`src/hw/rtl/aik_sqrt_cell.sv`:
```
// One digit step of a pipelined floor square root.
// Depends on nothing.
module aik_sqrt_cell #(
    parameter int W = 61,
    parameter int B = 0
) (
    input  logic         i_clk,
    input  logic         i_en,
    input  logic [W-1:0] i_v,
    input  logic [W-1:0] i_res,
    output logic [W-1:0] o_v,
    output logic [W-1:0] o_res
);
    localparam logic [W-1:0] BIT = W'(1) << B;

    logic [W-1:0] w_t;
    logic [W-1:0] r_v;
    logic [W-1:0] r_res;

    assign w_t = i_res + BIT;

    always_ff @(posedge i_clk) begin
        if (i_en) begin
            if (i_v >= w_t) begin
                r_v   <= i_v - w_t;
                r_res <= (i_res >> 1) + BIT;
            end else begin
                r_v   <= i_v;
                r_res <= i_res >> 1;
            end
        end
    end

    assign o_v   = r_v;
    assign o_res = r_res;
endmodule

```
`config.mk`:
```
export PLATFORM = sky130hd
export DESIGN_NAME = aik_sqrt_cell
export DESIGN_NICKNAME = d
export VERILOG_FILES = /design/src/hw/rtl/aik_sqrt_cell.sv
export SDC_FILE = /design/constraint.sdc
export NUM_CORES = 1
export LEC_CHECK = 0
export BUFFER_PORTS_ARGS = -buffer_cell sky130_fd_sc_hd__clkbuf_2
export CAP_MARGIN = 25
export CORE_MARGIN = 5
export CORE_UTILIZATION = 30
export DETAILED_ROUTE_END_ITERATION = 7
export HOLD_SLACK_MARGIN = 0.15
export MAX_ROUTING_LAYER = met4
export REMOVE_ABC_BUFFERS = 1
export SETUP_SLACK_MARGIN = 0.3
export SLEW_MARGIN = 20
export SYNTH_ARGS = -nofsm -noshare
export SYNTH_HDL_FRONTEND = slang
export SYNTH_SLANG_ARGS = --single-unit
```
`constraint.sdc`:
```
create_clock -name i_clk -period 13.5 [get_ports i_clk]
set_input_delay 2.7 -clock i_clk [delete_from_list [all_inputs] [get_ports i_clk]]
set_output_delay 2.7 -clock i_clk [all_outputs]
set_load 0.01 [all_outputs]
```
# Yosys cells after proc, flatten, opt, wreduce, memory -nomap -nowiden
# Index checks and enable logic that the tools add are counted.
[totals]
ff_bits = 122
out_inout_bits = 122
input_bits = 124
wordCells = 9
[op_classes]
order_cmp = 1
muxes = 2
addsub = 3
[ops]
columns = ["operator", "n"]
rows = [
  ["60-bit by 1-bit adder with 61-bit output, second input constant", 1],
  ["61-bit by 1-bit adder with 61-bit output, second input constant", 1],
  ["61-bit greater-or-equal comparator", 1],
  ["61-bit two-way mux", 1],
  ["61-bit subtractor", 1],
  ["60-bit two-way mux", 1],
]

# Depth between registers and ports, before layout
[depth]
word_depth = 3
ltp_mapped = 24
mapped_depth_nobuf = 20

# Least setup slack after synthesis
# OpenSTA, ideal clock, no wires.
[synth_timing]
path_type = "input-to-reg"
start = "input port i_res[27]"
end = "register r_v[18], in the netlist o_v[18], data pin"
slack_ps = 6126
arrival_time_ps = 7122
stages = 24
n_path_buf = 5
path_cell_list = "clkbuf_1 nand4_1 nor4_2 nand2_1 or3_1 nor3_2 nand2_1 nor4_1 xnor2_1 ha_1 clkbuf_1 a21o_1 a21o_1 a21oi_1 o21bai_1 a21oi_1 nor2b_1 or4_4 or2_1 buf_2 buf_6 buf_2 nor2_1 nor2_1"
[synth_between]
elab_chain_cells = 3
[synth_lines]
columns = ["item", "line_no", "rtl"]
rows = [
  ["start: declaration", "10", "input logic [W-1:0] i_res,"],
  ["61-bit by 1-bit adder with 61-bit output", "20", "assign w_t = i_res + BIT;"],
  ["61-bit greater-or-equal comparator", "24", "if (i_v >= w_t) begin"],
  ["61-bit two-way mux", "24", ""],
  ["end signal: assignment", "25", "r_v <= i_v - w_t;"],
  ["end signal: assignment", "28", "r_v <= i_v;"],
  ["end: declaration", "17", "logic [W-1:0] r_v;"],
]
# No other way between the ends.
# A chain may end at the register's enable or synchronous reset.

# Worst setup path after layout
[layout_timing]
start = "input port i_res[0]"
end = "register r_res[17], in the netlist o_res[17], data pin"
[layout_between]
elab_chain_cells = 3
[layout_lines]
columns = ["item", "line_no", "rtl"]
rows = [
  ["61-bit by 1-bit adder with 61-bit output", "20", ""],
  ["61-bit greater-or-equal comparator", "24", ""],
  ["60-bit two-way mux", "24", ""],
  ["end signal: assignment", "26", "r_res <= (i_res >> 1) + BIT;"],
  ["end signal: assignment", "29", "r_res <= i_res >> 1;"],
  ["end: declaration", "18", "logic [W-1:0] r_res;"],
]
# No other way between the ends.

==> out/metrics.csv <==
metric,value,unit
Post-Syn Instances,1207,
CTS tree,done,
hpwl dp,33400,um
Inserted Clock Buffers,17,
Rows,68,
Pleak,5.16,nW
Routability Congestion,0.943,
Horiz. Die Dim,197,um
fin nets,1601,
final worst-path cycle share,65.1,%
max-capacitance violation count,0,
post-CTS setup buffers,0,
type of origin of the critical path,input port,
Initial Util,30.4,%
register area,0.00366,mm^2
Crit path required time,13680,ps
sw frac,32.6,%
status,completed,
largest net degree at the start of global routing,70,
Initial DRC Count,962,
peak supply drop,92.7,uV
first-pass GRT wire length,61400,um
Pwr per Cell Area,110,mW/mm^2
Pins Over Slew Limit,0,
"Seq/Total Area, Yosys",34.9,%
fillers,3656,
"flops & latches, synth",122,
layout cells sized above 1,22.1,%
footprint of the multi-input gates,0.00649,mm^2
Power Internal,0.940,mW
residual antenna-violating net count after detailed routing,0,
Final Hold Vio Count,0,
cell taking the most area after synthesis,edfxtp_1,
port bufs,245,
die area,0.0388,mm^2
actual slew at the worst max-slew pin,953,ps
Mean Syn Cell Area,8.70,um^2
top cell type's share of synthesized area,34.9,%
Reg power frac,35.0,%
Core Footprint,0.0345,mm^2
critical path arrival,8960,ps
Sw Pwr,0.454,mW
Setup CP Type,input port to flop,
Die Y,197,um
post-CTS sizing,0,
DR pass1 iterations,5,
Synth async-reset ratio,0,%
clock transition at the registers of the reported paths,60,ps
unrepaired setup endpoints after global routing,false,
fmax,0.114,GHz
synth warn,0,
distinct cell type count after synthesis,66,
most frequent cells in the layout,"244 x clkbuf_2, 124 x nand2_1, 123 x nor2_1",
"Primary FF master, synth",edfxtp_1,
power share of the combinational group,28.0,%
Area Growth Syn to Fin,21.3,%
"Cell Area, Synth",0.0105,mm^2
vias in the first global route,9787,
DRC viols,0,
clk root buf,clkbuf_16,
Slew HR,36.4,%
Worst Hold Class,input port to flop,
top area cells in the synthesized netlist,"edfxtp_1 35%, ha_1 7.5%, xnor2_1 7.2%",
Tot GR Track Use,21.5,%
crit path time final,8780,ps
initial antenna violation count,10,
Vias/cell,5.36,
clock sink total,122,
post-cts hold buffer count,0,
Clk pwr share,37.0,%
"commonest non-fill, non-tap cell in the layout",clkbuf_2,
setup violators final,0,
"EDFF count, synth",122,
boundary pin count,246,
WL final,41700,um
Layout Cells excl Fill,1891,
Crit. End Element,flop,
H-Tree Depth,4,
CTS max path bufs,2,
Congestion Overflow GR,0,
"Max FO, Critical Path",67,
via count,10100,
Routed WL per cell,22.0,um
dpl cells,1849,
total negative setup slack,0,ps
-- critical path, stage by stage --
cell and delay [ps]:
clkbuf_2 310, ha_1 270, nand3_1 120, or2_2 390
nor2_1 570, nand3_1 220, or2_2 470, xor2_1 200
ha_1 440, nand4_1 240, nor2_1 350, nand3_1 140
a211oi_2 290, o2111ai_2 230, a211oi_2 460, or2_4 510
buf_4 650, nand3_1 180, xnor2_1 170
-- flip-flops by register name, summed over array words and instances (netlist names) --
signal	flops
o_res	61
o_v	61
-- layout make-up --
| type | count | share of cell area (%) |
|---|---|---|
| inverters | 21 | 0.619 |
| clock buffers | 18 | 3.37 |
| flip-flops and latches | 122 | 28.8 |
| repair buffers | 251 | 10.0 |
| diodes | 10 | 0.197 |
| clock inverters | 14 | 1.59 |
| well taps | 455 | 4.47 |
| multi-input cells | 1000 | 51.0 |
-- metal layers --
metal | global-route usage, % | vias up | wire length, um
met5 | - | - | 0
met4 | 7.45 | 0 | 926
met3 | 3.80 | 55 | 3040
met2 | 32.4 | 454 | 19000
met1 | 29.4 | 4773 | 18800
li1 | - | 4849 | -
-- path summary, 6_finish.rpt --
kind | startpoint | cells after the start | endpoint | slack [ps]
worst min-delay path | i_v[29] | 3 | o_v[29]$_DFFE_PP_ | 2560
worst max-delay path | i_res[0] | 19 | o_res[17]$_DFFE_PP_ | 4720
-- power by group through the flow --
stage / clock network (mW) / registers, mW / logic, mW
floorplan: 0 / 0.513 / 0.208
global placement: 0 / 0.497 / 0.389
detailed placement: 0 / 0.496 / 0.389
CTS: 0.524 / 0.489 / 0.391
global route: 0.539 / 0.492 / 0.430
finish: 0.516 / 0.488 / 0.391
-- cell usage after synthesis (4+ instances only) --
master,count
a211oi_1,5
a21o_1,37
a21oi_1,107
a31oi_1,6
and2_1,9
and3_1,23
and4_1,9
buf_2,20
clkbuf_1,36
edfxtp_1,122
ha_1,63
inv_1,21
nand2_1,124
nand2b_1,8
nand3_1,45
nand4_1,45
nor2_1,123
nor2b_1,9
nor3_1,46
nor4_1,15
nor4_2,6
o211a_1,4
o21ai_0,46
o21ai_1,6
o21bai_1,17
or2_2,8
or3_1,10
xnor2_1,86
xor2_1,83
-- per-stage QoR --
stage          utilization [%]  total power [mW]  worst slack (ps)  hold WS [ps]  instance area (um^2)
6_report                  36.9              1.39              4720          2560                 12700
4_1_cts                   36.8              1.40              4740          2540                 12700
5_1_grt                   36.9              1.46              4240          2570                 12700
3_3_place_gp              35.0             0.885              4380          3010                 12100
2_1_floorplan                -             0.721              5210          2810                 10200
3_5_place_dp              35.0             0.885              4290          3010                 12100
-- logic make-up (layout without fill, tap and decap cells) --
| logic type | count (synthesis) | after routing | synth area share (%) |
|---|---|---|---|
| simple gates | 500 | 500 | 23.8 |
| compound gates | 267 | 267 | 15.9 |
| xor+xnor | 169 | 169 | 14.1 |
| flops | 122 | 122 | 34.9 |
| buf+inv | 85 | 304 | 3.53 |
| fa+ha+maj | 64 | 64 | 7.70 |
| other cells | 0 | 10 | 0 |
No activity file was read; power rests on OpenSTA's default activity.
