<file path="src/hw/rtl/aik_div_cell.sv">
// One restoring step of the pipelined fraction divider.
// Depends on nothing.
module aik_div_cell (
    input  logic        i_clk,
    input  logic        i_en,
    input  logic [37:0] i_rem,
    input  logic [36:0] i_d,
    input  logic [29:0] i_q,
    output logic [37:0] o_rem,
    output logic [36:0] o_d,
    output logic [29:0] o_q
);
    logic [37:0] w_r2;
    logic [37:0] r_rem;
    logic [36:0] r_d;
    logic [29:0] r_q;

    assign w_r2 = {i_rem[36:0], 1'b0};

    always_ff @(posedge i_clk) begin
        if (i_en) begin
            r_d <= i_d;
            if (w_r2 >= {1'b0, i_d}) begin
                r_rem <= w_r2 - {1'b0, i_d};
                r_q   <= {i_q[28:0], 1'b1};
            end else begin
                r_rem <= w_r2;
                r_q   <= {i_q[28:0], 1'b0};
            end
        end
    end

    assign o_rem = r_rem;
    assign o_d   = r_d;
    assign o_q   = r_q;
endmodule

</file>
<file path="config.mk">
export PLATFORM = sky130hd
export DESIGN_NAME = aik_div_cell
export DESIGN_NICKNAME = d
export VERILOG_FILES = /design/src/hw/rtl/aik_div_cell.sv
export SDC_FILE = /design/constraint.sdc
export NUM_CORES = 1
export LEC_CHECK = 0
export BUFFER_PORTS_ARGS = -buffer_cell sky130_fd_sc_hd__buf_2
export CAP_MARGIN = 20
export CORE_MARGIN = 3
export CORE_UTILIZATION = 30
export DETAILED_ROUTE_END_ITERATION = 16
export PLACE_DENSITY = 0.58
export SETUP_SLACK_MARGIN = 0.05
export SLEW_MARGIN = 0
export SYNTH_ARGS = -nofsm -noshare
export SYNTH_HDL_FRONTEND = slang
export SYNTH_SLANG_ARGS = --single-unit
</file>
<file path="constraint.sdc">
create_clock -name i_clk -period 3.21 [get_ports i_clk]
set_input_delay 0.642 -clock i_clk [delete_from_list [all_inputs] [get_ports i_clk]]
set_output_delay 0.642 -clock i_clk [all_outputs]
set_load 0.03 [all_outputs]
</file>
Word level (Yosys, flattened, before mapping)
Cells that the tools add are included.

$add $sub $neg: 1. Multiply operators: 0. Div/mod/pow operators: 0. Magnitude comparators: 1. Equal/unequal tests: 0. Shift operators: 0. Mux-type cells: 2. Bitwise operators: 0. Reductions and logical operators: 0.

Operator list (count): >= comparator 38 x 37 -> 1 bit (1); 2-to-1 mux 38 bit (1); subtractor 38 x 37 -> 38 bit (1); 2-to-1 mux 1 bit (1).

Register bits: 105. Latch bits: 0. Bits in writable memories: 0. Bits in read-only memories: 0. Logic and storage cells: 8. Memories: 0.

Longest topological paths before layout
Gate-level depths: netlist of run 1.

Word-level depth: 2. Mapped depth: 13. Depth with buffers taken out: 11.

Least setup slack after synthesis of run 1
No wires, ideal clock.

Path type: input-to-reg. Start point: input i_d[7]. End point: register r_rem[26] (netlist: o_rem[26]), data pin. Setup time: 0.260 ns. Arrival time: 3.187 ns. Path slack: -0.237 ns. Stages: 12. Buffers on the path: 2. Path through: inv_1 > ha_1 > buf_2 > a211o_1 > a211oi_2 > o21ai_1 > o31a_1 > a221o_1 > o311ai_4 > nand2_4 > buf_6 > mux2_4.

Cells in the longest elaborated chain, start to end: 2. Elaborated cells between the ends (all ways): 3.

RTL lines: start, declared (line 7) `input logic [36:0] i_d,`; subtractor 38 x 37 -> 38 bit / >= comparator 38 x 37 -> 1 bit (equally long branches) (line 24, 23); 2-to-1 mux 38 bit * (line 23) `if (w_r2 >= {1'b0, i_d}) begin`; end signal, assigned (line 24) `r_rem <= w_r2 - {1'b0, i_d};`; end signal, assigned (line 27) `r_rem <= w_r2;`; end, declared (line 14) `logic [37:0] r_rem;`.

Mark *: on every way between the ends. The rest lies on a longest branch, timed or not. A chain may end at the register's enable or synchronous reset.

Worst setup path in the final report of run 1
Start point: input i_rem[6]. End point: register r_rem[36] (netlist: o_rem[36]), data pin.

Cells in the longest elaborated chain, start to end: 2. Elaborated cells between the ends (all ways): 3.

RTL lines: start, declared (line 6) `input logic [37:0] i_rem,`; subtractor 38 x 37 -> 38 bit / >= comparator 38 x 37 -> 1 bit (equally long branches) (line 24, 23); 2-to-1 mux 38 bit * (line 23).

Marks and branches as above.

==> results of run 1 <==
-- per-layer routing --
layer	part of all wire (%)	GRT usage [%]	up-vias
li1	-	-	2530
met1	46	18.4	2257
met2	46	23.9	154
met3	6.4	4.47	17
met4	1.2	3.89	4
met5	0.13	0	-
-- cell usage in the layout (no fill, tap or decap), drive strengths merged, types with 2 or more instances in the layout --
cell    instances
and4            2
nor3b           2
nand4           6
and3            4
a31oi           4
a221o           3
a221oi          3
o211ai          3
edfxtp        105
o21ai          17
ha             37
mux2            9
o31ai           3
nor2b           3
clkinv          2
a211o           4
nand3          11
nor3            8
clkbuf         11
a41oi           3
xor2           11
buf           317
and2            8
a211oi          4
or4             2
o21bai         10
a21o           19
a21oi          54
inv            50
nor2           45
a21boi          2
xnor2          22
nand2          29
o21a            5
-- state kept, by name, indices dropped and copies added (netlist names) --
register	flops
o_rem	38
o_q	30
o_d	37
-- metrics by stage --
step	hold WS (ns)	setup TNS, ns	total power, mW
floorplan	0.741	-0.632	2.54
global placement	0.819	-7.82	3.04
detailed placement	0.820	-8.39	3.05
CTS	0.433	0	4.16
global route	0.436	0	4.35
finish	0.448	0	4.14
-- cell type report --
class                      count  area, um2
clock buffer                   9        225
clock inverter                 7       60.1
fill                        1882      10500
inverter                      46        178
multi-input combinational    345       2500
sequential                   105       3150
tap                          260        325
timing repair buffer         319       1970
-- repair_timing --
item,4_1_cts,5_1_grt
gates resized for setup,1,23
pin swaps,0,8
endpoints found under the setup margin,1,25
gates cloned,0,2
buffers inserted,0,5
hold buffers,0,0
-- path summary, 6_finish.rpt --
| check | slack (ns) | from | to | cells after the start |
|---|---|---|---|---|
| worst min-delay path | 0.45 | i_q[25] | o_q[26]$_DFFE_PP_ | 1 |
| worst max-delay path | 0.12 | i_rem[6] | o_rem[36]$_DFFE_PP_ | 11 |
-- power by group through the flow --
stage,Combinational (mW),Sequential [mW],Clock [mW]
2_1_floorplan,0.480,2.06,0
3_3_place_gp,1.30,1.75,0
3_5_place_dp,1.30,1.75,0
4_1_cts,1.31,1.72,1.13
5_1_grt,1.45,1.73,1.17
6_report,1.34,1.72,1.09
-- kinds of logic after synthesis --
kind of cell / count (synthesis)
AO/OA/AOI/OAI: 141
XOR/XNOR: 33
adder cells (fa/ha/maj): 38
buffers and inverters: 61
flip-flops: 105
multiplexers: 10
AND/OR/NAND/NOR: 123
-- worst max-delay path: stages --
cell and delay [ns]:
buf_8 0.10, ha_4 0.22, a211o_1 0.31, a211oi_2 0.30
o21ai_1 0.11, o31a_1 0.27, a221o_1 0.37, o311ai_4 0.28
nand2_4 0.13, buf_12 0.18, mux2_4 0.29
==> impl_results.md, run 1 <==
- Status: finished clean
- Drt total wl: 16.0 mm
- Worst-Margin Slew: 0.606 ns
- Post-placement cell count: 1,068
- CP Launch Type: input pin
- Initial DRC Count: 245
- Setup slack after layout: around 0.12 ns
- Combinational fraction of design power: about 32%
- Syn Inst Count: about 500
- Final core utilization: 44.5%
- Dominant cell type by area after synthesis: edfxtp_1
- CTS tree: done
- Seq/Total Area, Yosys: 54.2%
- Hold Path Class: in -> reg
- Adder-cell share of the synthesized area: roughly 8.3%
- Die area: approximately 0.021 mm2
- CTS max path bufs: 2
- Share of post-route cells with drive strength above 1: a little over two fifths
- Synth Flop Type: edfxtp_1
- Final min period: 3.09 ns
- Synthesized cell area: between 0.005 and 0.006 mm2
- Hpwl dp: 12.6 mm
- Post-DP Area: just under 0.008 mm2
- Period utilisation layout: between 90% and 100%
- Setup WS pre-CTS: -0.341 ns
- Arrival time at the worst endpoint: about 3.2 ns
- Mux share of post-synthesis cell area: between 2 and 2.5%
- Die height: ~150 um
- Pwr Density: around 500 mW/mm2
- Global-route wire length before repair: ~25 mm
- Vias per cell: around 4.5
- Area growth syn-to-layout: 44.5%
- Async SR Flop Fraction: 0%
- Internal Power: ~2.8 mW
- Vias in the first global route: 4,836
- Non-Filler Instances: roughly 1,100
- Final setup vio count: 0
- Ports: around 210
- Synth Warn #: 0
- Sw power: 1.36 mW
- CP Capture Type: flop
- Max cap viols: 0
- Design area: approximately 0.0084 mm2
- Drt wl/cell: ~15 um
- Std-Cell Core Area: between 0.015 and 0.02 mm2
- RSZ-0062 raised after global routing: yes
- Cell Rows: 50
- Syn avg cell area: around 11 um2
- Combinational family with the most area after synthesis: compound AO/OA/AOI/OAI gates
- Max Slew Vio Count: 0
- Synth top area cells: edfxtp_1 (54%), ha_1 (8.0%), a21oi_1 (4.6%)
- GRT Overall Usage: roughly 14%
- # DRC: 0
- Rel. slew slack: around three fifths
- Cts bufs inserted: 9
- Layout net count: roughly 1,000
- Clock share of power: around a quarter
- Initial antenna violation count: 2
- Simple-gate share of the synthesized area: under 10%
- F_max: 0.323 GHz
- XOR/XNOR Fraction of Synth Area: between 4 and 5%
- Remaining global-route overflow: 0
- Post-synth EDFFs: about 110
- I/O Buffers: approximately 210
- First-pass detailed-route iteration total: 4
- Most frequent cell after synthesis: edfxtp_1
- Sequential share of power: about two fifths
- Synth top cells by count: edfxtp_1 (105), a21oi_1 (54), inv_1 (46), nor2_1 (45), ha_1 (37)
- H-tree Lvls: 3
- Peak VDD IR: 0.253 mV
- Compound-Gate Fraction of Synth Area: about 16%
- Library cells used by synthesis: between 50 and 60
- Number of routed nets with antenna violations: 0
- Num Clock Sinks: about 110
- CP required: between 3 and 4 ns
- Via count: slightly below 5,000
- Synthesis-stage register bit count: 105
- Initial core utilization: just over 30%
- Net Count, Synth: between 600 and 700
- Leak Pwr: 3.86 nW
- Sw Share: around a third
- Worst-path clk slew: around 0.080 ns
- Worst Path Max Fanout: 17
- RePlAce Congestion: about 0.81
- Largest net degree at the start of global routing: 64
- Final Hold Vio Count: 0
- Clock Tree Root: clkbuf_16
- Chip Width: roughly 150 um
- Ant diodes: 0
- Top-area cell type share of the netlist area: a little over half
- Critical path class: in -> reg
Power figures use the tool's default switching activity.
==> run 2: changes to the inputs <==
Settings changed: GPL_TIMING_DRIVEN from default to 0, PLACE_DENSITY 0.58 to 0.56, REMOVE_ABC_BUFFERS from default to 1.
Clock period 3.21 ns to 3.1 ns, I/O delays scaled along.
==> run 2 against run 1 <==
Net effect: the flow now finishes with violations (setup timing); largest power group unchanged; non-clock buffer count is 92 lower; sequential power increased by 3%; via count fell by 3.2%; total power rose by 2.9%; critical endpoint is now o_rem[32]$_DFFE_PP_; combinational power about the same; clock power up 5%.
==> impl_results.md, run 2 (same netlist as run 1, synthesis figures left out) <==
- Status: complete, but fails checks
- Failing checks: setup timing
- Share of post-route cells with drive strength above 1: a little over two fifths
- Critical Path Max Stage Delay: a little over 0.4 ns
- CP Depth: 12
- Worst-path clk slew: around 0.08 ns
- WHS Path Cells: 1
- Leak Pwr: approximately 3.4 nW
- Drt total wl: around 17 mm
- H-tree Lvls: 3
- Internal Power: around 2.8 mW
- Combinational fraction of design power: between 30% and 40%
- Critical path buffers and inverters: 3
- Chip Width: 145 um
- Hold Path Class: in -> reg
- CTS max path bufs: 2
- Hpwl dp: around 12 mm
- Final min period: between 3 and 4 ns
- Ports: roughly 210
- Setup slack after layout: -0.0442 ns
- CP Capture Type: flop
- Final Hold Vio Count: 0
- WHS: roughly 0.43 ns
- Sw power: 1.47 mW
- Max cap viols: 0
- Sw Share: 34.4%
- Power Total: 4.26 mW
- Peak VDD IR: between 0.2 and 0.3 mV
- Slowest-stage cell, CP: a221o_1
- Largest net degree at the start of global routing: between 60 and 70
- Critical path class: in -> reg
- RSZ-0062 raised after global routing: yes
- Crit path max-delay family: compound AO/OA/AOI/OAI gates
- Clock share of power: a little over a quarter
- Design area: between 0.008 and 0.009 mm2
- Number of hold buffers added after cts: 0
- Worst-Margin Slew: 0.635 ns
- Clock Tree Root: clkbuf_16
- Worst Path Max Fanout: 8
- Rel. slew slack: 57.6%
- Global-route wire length before repair: approximately 26 mm
- CP required: between 3 and 4 ns
- Initial antenna violation count: 0
- Max Slew Vio Count: 0
- Die height: 145 um
- Cell Rows: 50
- Vias in the first global route: approximately 4,600
- Layout net count: ~890
- Number of fillers in the final layout: 1,888
- Drt wl/cell: 17.3 um
- CTS tree: done
- Via count: just under 5,000
- F_max: approximately 0.32 GHz
- Final setup vio count: 9
- GRT Overall Usage: 15.6%
- Commonest non-fill, non-tap cell in the layout: buf_2
- Std-Cell Core Area: 0.0189 mm2
- Post-DP Area: ~0.0071 mm2
- Total negative slack: -0.283 ns
- Area growth syn-to-layout: 37.9%
- Ant diodes: 0
- Sequential share of power: 41.7%
- Period utilisation layout: 101%
- Die area: approximately 0.021 mm2
- Cts bufs inserted: 9
- Initial DRC Count: between 300 and 400
- Pwr Density: 532 mW/mm2
- RePlAce Congestion: slightly below 0.8
- Max reg flops: 38
- Initial core utilization: between 30 and 40%
- CP Launch Type: input pin
- I/O Buffers: between 200 and 250
- Vias per cell: ~4.8
- Arrival time at the worst endpoint: 3.26 ns
- Final core utilization: 42.4%
- # DRC: 0
- Commonest non-fill, non-tap cells in the layout: buf_2 (207), edfxtp_1 (105), a21oi_1 (46)
- First-pass detailed-route iteration total: 4
- Number of routed nets with antenna violations: 0
- Worst path cell trace: buf_8, inv_4, ha_4, a211o_1, a211oi_2, o21ai_1, o31a_1, a221o_1, o311ai_4, buf_6, nand2_8, mux2_4
- Num Clock Sinks: about 110
- Remaining global-route overflow: 0
## run 2: per-layer routing
layer | global-route usage, % | part of all wire (%) | wire [um]
met2 | 25.4 | 46 | 8060
met1 | 20.8 | 47 | 8100
met4 | 3.51 | 1.0 | 179
met3 | 4.28 | 6.1 | 1060
met5 | 0 | 0 | 0
## run 2: final cells by class
class / instances / area (um2) / area share, %
Inverter: 46 / 175 / 2.18
Clock inverter: 6 / 55.1 / 0.687
Tap cell: 260 / 325 / 4.06
Sequential cell: 105 / 3150 / 39.3
Multi-Input combinational cell: 351 / 2850 / 35.5
Clock buffer: 10 / 229 / 2.86
Timing Repair Buffer: 227 / 1230 / 15.4
## run 2: per-stage QoR
| stage | cells | setup WS, ns |
|---|---|---|
| 3_3_place_gp | 965 | -1.07 |
| 6_report | 1005 | -0.0442 |
| 3_5_place_dp | 966 | -1.07 |
| 2_1_floorplan | 496 | -0.439 |
| 4_1_cts | 994 | -0.147 |
| 5_1_grt | 1005 | -0.0736 |
## run 2: power groups by stage
stage | combinational (mW) | sequential (mW) | clock [mW]
global placement | 1.17 | 1.81 | 0
detailed placement | 1.17 | 1.81 | 0
floorplan | 0.479 | 2.13 | 0
CTS | 1.25 | 1.78 | 1.18
finish | 1.34 | 1.78 | 1.14
global route | 1.45 | 1.80 | 1.22
## run 2: path summary, 6_finish.rpt
kind | startpoint | end | slack (ns)
hold / removal | i_q[3] | o_q[4]$_DFFE_PP_ | 0.43
setup / recovery | i_d[7] | o_rem[32]$_DFFE_PP_ | -0.04
## run 2: timing repair
item	CTS	global route
setup endpoints to repair	38	39
pin swaps	12	19
buffers inserted	9	8
cloned	3	3
resized for setup	33	57
==> run 3: changes to the inputs <==
Settings changed: CORE_UTILIZATION 30 to 54, PLACE_DENSITY 0.56 to 0.89.
Clock period 3.1 ns to 3.9 ns, I/O delays scaled along.
==> run 3 against run 2 <==
Net effect: the run now ends clean; highest routed layer unchanged; global-route usage grew 8.7 points; clock power shrank 37%; non-clock buffer count shrank 17; flip-flop and latch count is the same; clock-buffer cell count shrank 1; sequential share of layout area grew 4.5 points.
==> impl_results.md, run 3 (same netlist as run 1, synthesis figures left out) <==
- Die height: about 110 um
- Initial antenna violation count: 0
- Ant diodes: 0
- Cts bufs inserted: 9
- Via count: ~4,800
- CP required: 4.04 ns
- Postcts setup bufs: 0
- CP Depth: 11
- Final core utilization: 69.1%
- RSZ-0062 raised after global routing: no
- Peak VDD IR: about 0.21 mV
- Hold Path Class: in -> reg
- Slowest-stage cell, CP: o311ai_4
- Worst-path clk slew: 0.12 ns
- Initial core utilization: between 50% and 60%
- Max cap viols: 0
- Crit path max-delay family: compound AO/OA/AOI/OAI gates
- Global-route wire length before repair: about 23 mm
- Arrival time at the worst endpoint: 3.85 ns
- CTS tree: done
- Commonest non-fill, non-tap cells in the layout: buf_2 (208), edfxtp_1 (105), a21oi_1 (54)
- Vias per cell: roughly 5.6
- Final setup vio count: 0
- Max reg flops: 38
- Initial DRC Count: about 390
- CP Capture Type: flop
- Critical Path Max Stage Delay: ~0.42 ns
- Max Slew Vio Count: 0
- Num Clock Sinks: ~110
- Die area: 0.0120 mm2
- Worst path cell trace: buf_2, inv_1, ha_1, a211o_1, a211oi_2, o21ai_1, o31a_1, a221o_1, o311ai_4, nand2_8, mux2_2
- F_max: about 0.27 GHz
- Status: finished clean
- Drt wl/cell: 17.4 um
- Final min period: roughly 3.7 ns
- Post-placement cell count: between 800 and 900
- Area growth syn-to-layout: 23.7%
- CP Launch Type: input pin
- Remaining global-route overflow: 0
- Worst-Margin Slew: just under 0.9 ns
- Period utilisation layout: 95.0%
- Leak Pwr: between 3 and 4 nW
- Final Hold Vio Count: 0
- Critical path startpoint: i_d[7]
- Hpwl dp: about 12 mm
- CP endpoint: o_rem[10]$_DFFE_PP_
- Rel. slew slack: between 40% and 50%
- Post-cts resize count: 0
- GRT Overall Usage: about a quarter
- Worst Path Max Fanout: between 60 and 70
- Number of hold buffers added after cts: 0
- CTS max path bufs: 2
- Critical path class: in -> reg
- WHS Path Cells: 1
- RePlAce Congestion: 0.962
- Drt total wl: ~15 mm
- Commonest non-fill, non-tap cell in the layout: buf_2
- Vias in the first global route: 4,694
- Chip Width: approximately 110 um
- Share of post-route cells with drive strength above 1: around 33%
- H-tree Lvls: 3
- I/O Buffers: between 200 and 250
- Critical path buffers and inverters: 2
- Cell Rows: 37
- # DRC: 0
- Ports: about 210
- Std-Cell Core Area: approximately 0.010 mm2
- Largest net degree at the start of global routing: between 80 and 90
- Pwr Density: roughly 430 mW/mm2
- First-pass detailed-route iteration total: 5
- Clock Tree Root: clkbuf_8
- Layout net count: roughly 860
- Number of routed nets with antenna violations: 0
- Non-Filler Instances: around 860
==> run 3: changes by cell type in the layout (fill, tap and decap cells not counted), sizes merged <==
cell / change
buf: -17
nand2: -6
inv: +1
clkbuf: -1
==> run 3: worst min path at each step <==
stage / startpoint / endpoint / slack, ns
2_1_floorplan: i_d[0] / o_d[0]$_DFFE_PP_ / 0.88
3_3_place_gp: i_q[5] / o_q[6]$_DFFE_PP_ / 0.96
3_5_place_dp: i_q[2] / o_q[3]$_DFFE_PP_ / 0.96
4_1_cts: i_q[19] / o_q[20]$_DFFE_PP_ / 0.55
5_1_grt: i_q[12] / o_q[13]$_DFFE_PP_ / 0.53
6_report: i_q[19] / o_q[20]$_DFFE_PP_ / 0.56
==> run 3: area by class of cell <==
class                   instances  area, um2
fillers                       793       3220
flip-flops and latches        105       3150
multi-input cells             345       2420
repair buffers                210       1080
inverters                      46        173
well taps                     136        170
clock buffers                   9        124
clock inverters                 7       81.3
==> run 3: where the power goes <==
part / switching (mW) / internal [mW]
clock: 0.451 / 0.261
sequential: 0.0322 / 1.39
combinational: 0.609 / 0.322
total: 1.09 / 1.97
==> run 3: layer usage <==
layer / wire [um] / GRT usage [%]
met3: 1040 / 3.88
met1: 6230 / 31.2
met2: 7330 / 41.5
met4: 369 / 9.08
met5: 0 / 0
==> run 3: per-stage QoR <==
| step | setup WS, ns | hold slack (ns) | power, mW | area [um2] | TNS (ns) |
|---|---|---|---|---|---|
| after global routing | 0.0633 | 0.535 | 3.21 | 7190 | 0 |
| after floorplan | 0.201 | 0.879 | 2.08 | 5730 | 0 |
| after CTS | 0.0798 | 0.554 | 3.07 | 7190 | 0 |
| final | 0.197 | 0.556 | 3.07 | 7190 | 0 |
| after global placement | -0.297 | 0.956 | 2.34 | 6950 | -6.70 |
| after detailed placement | -0.329 | 0.959 | 2.37 | 6980 | -8.14 |
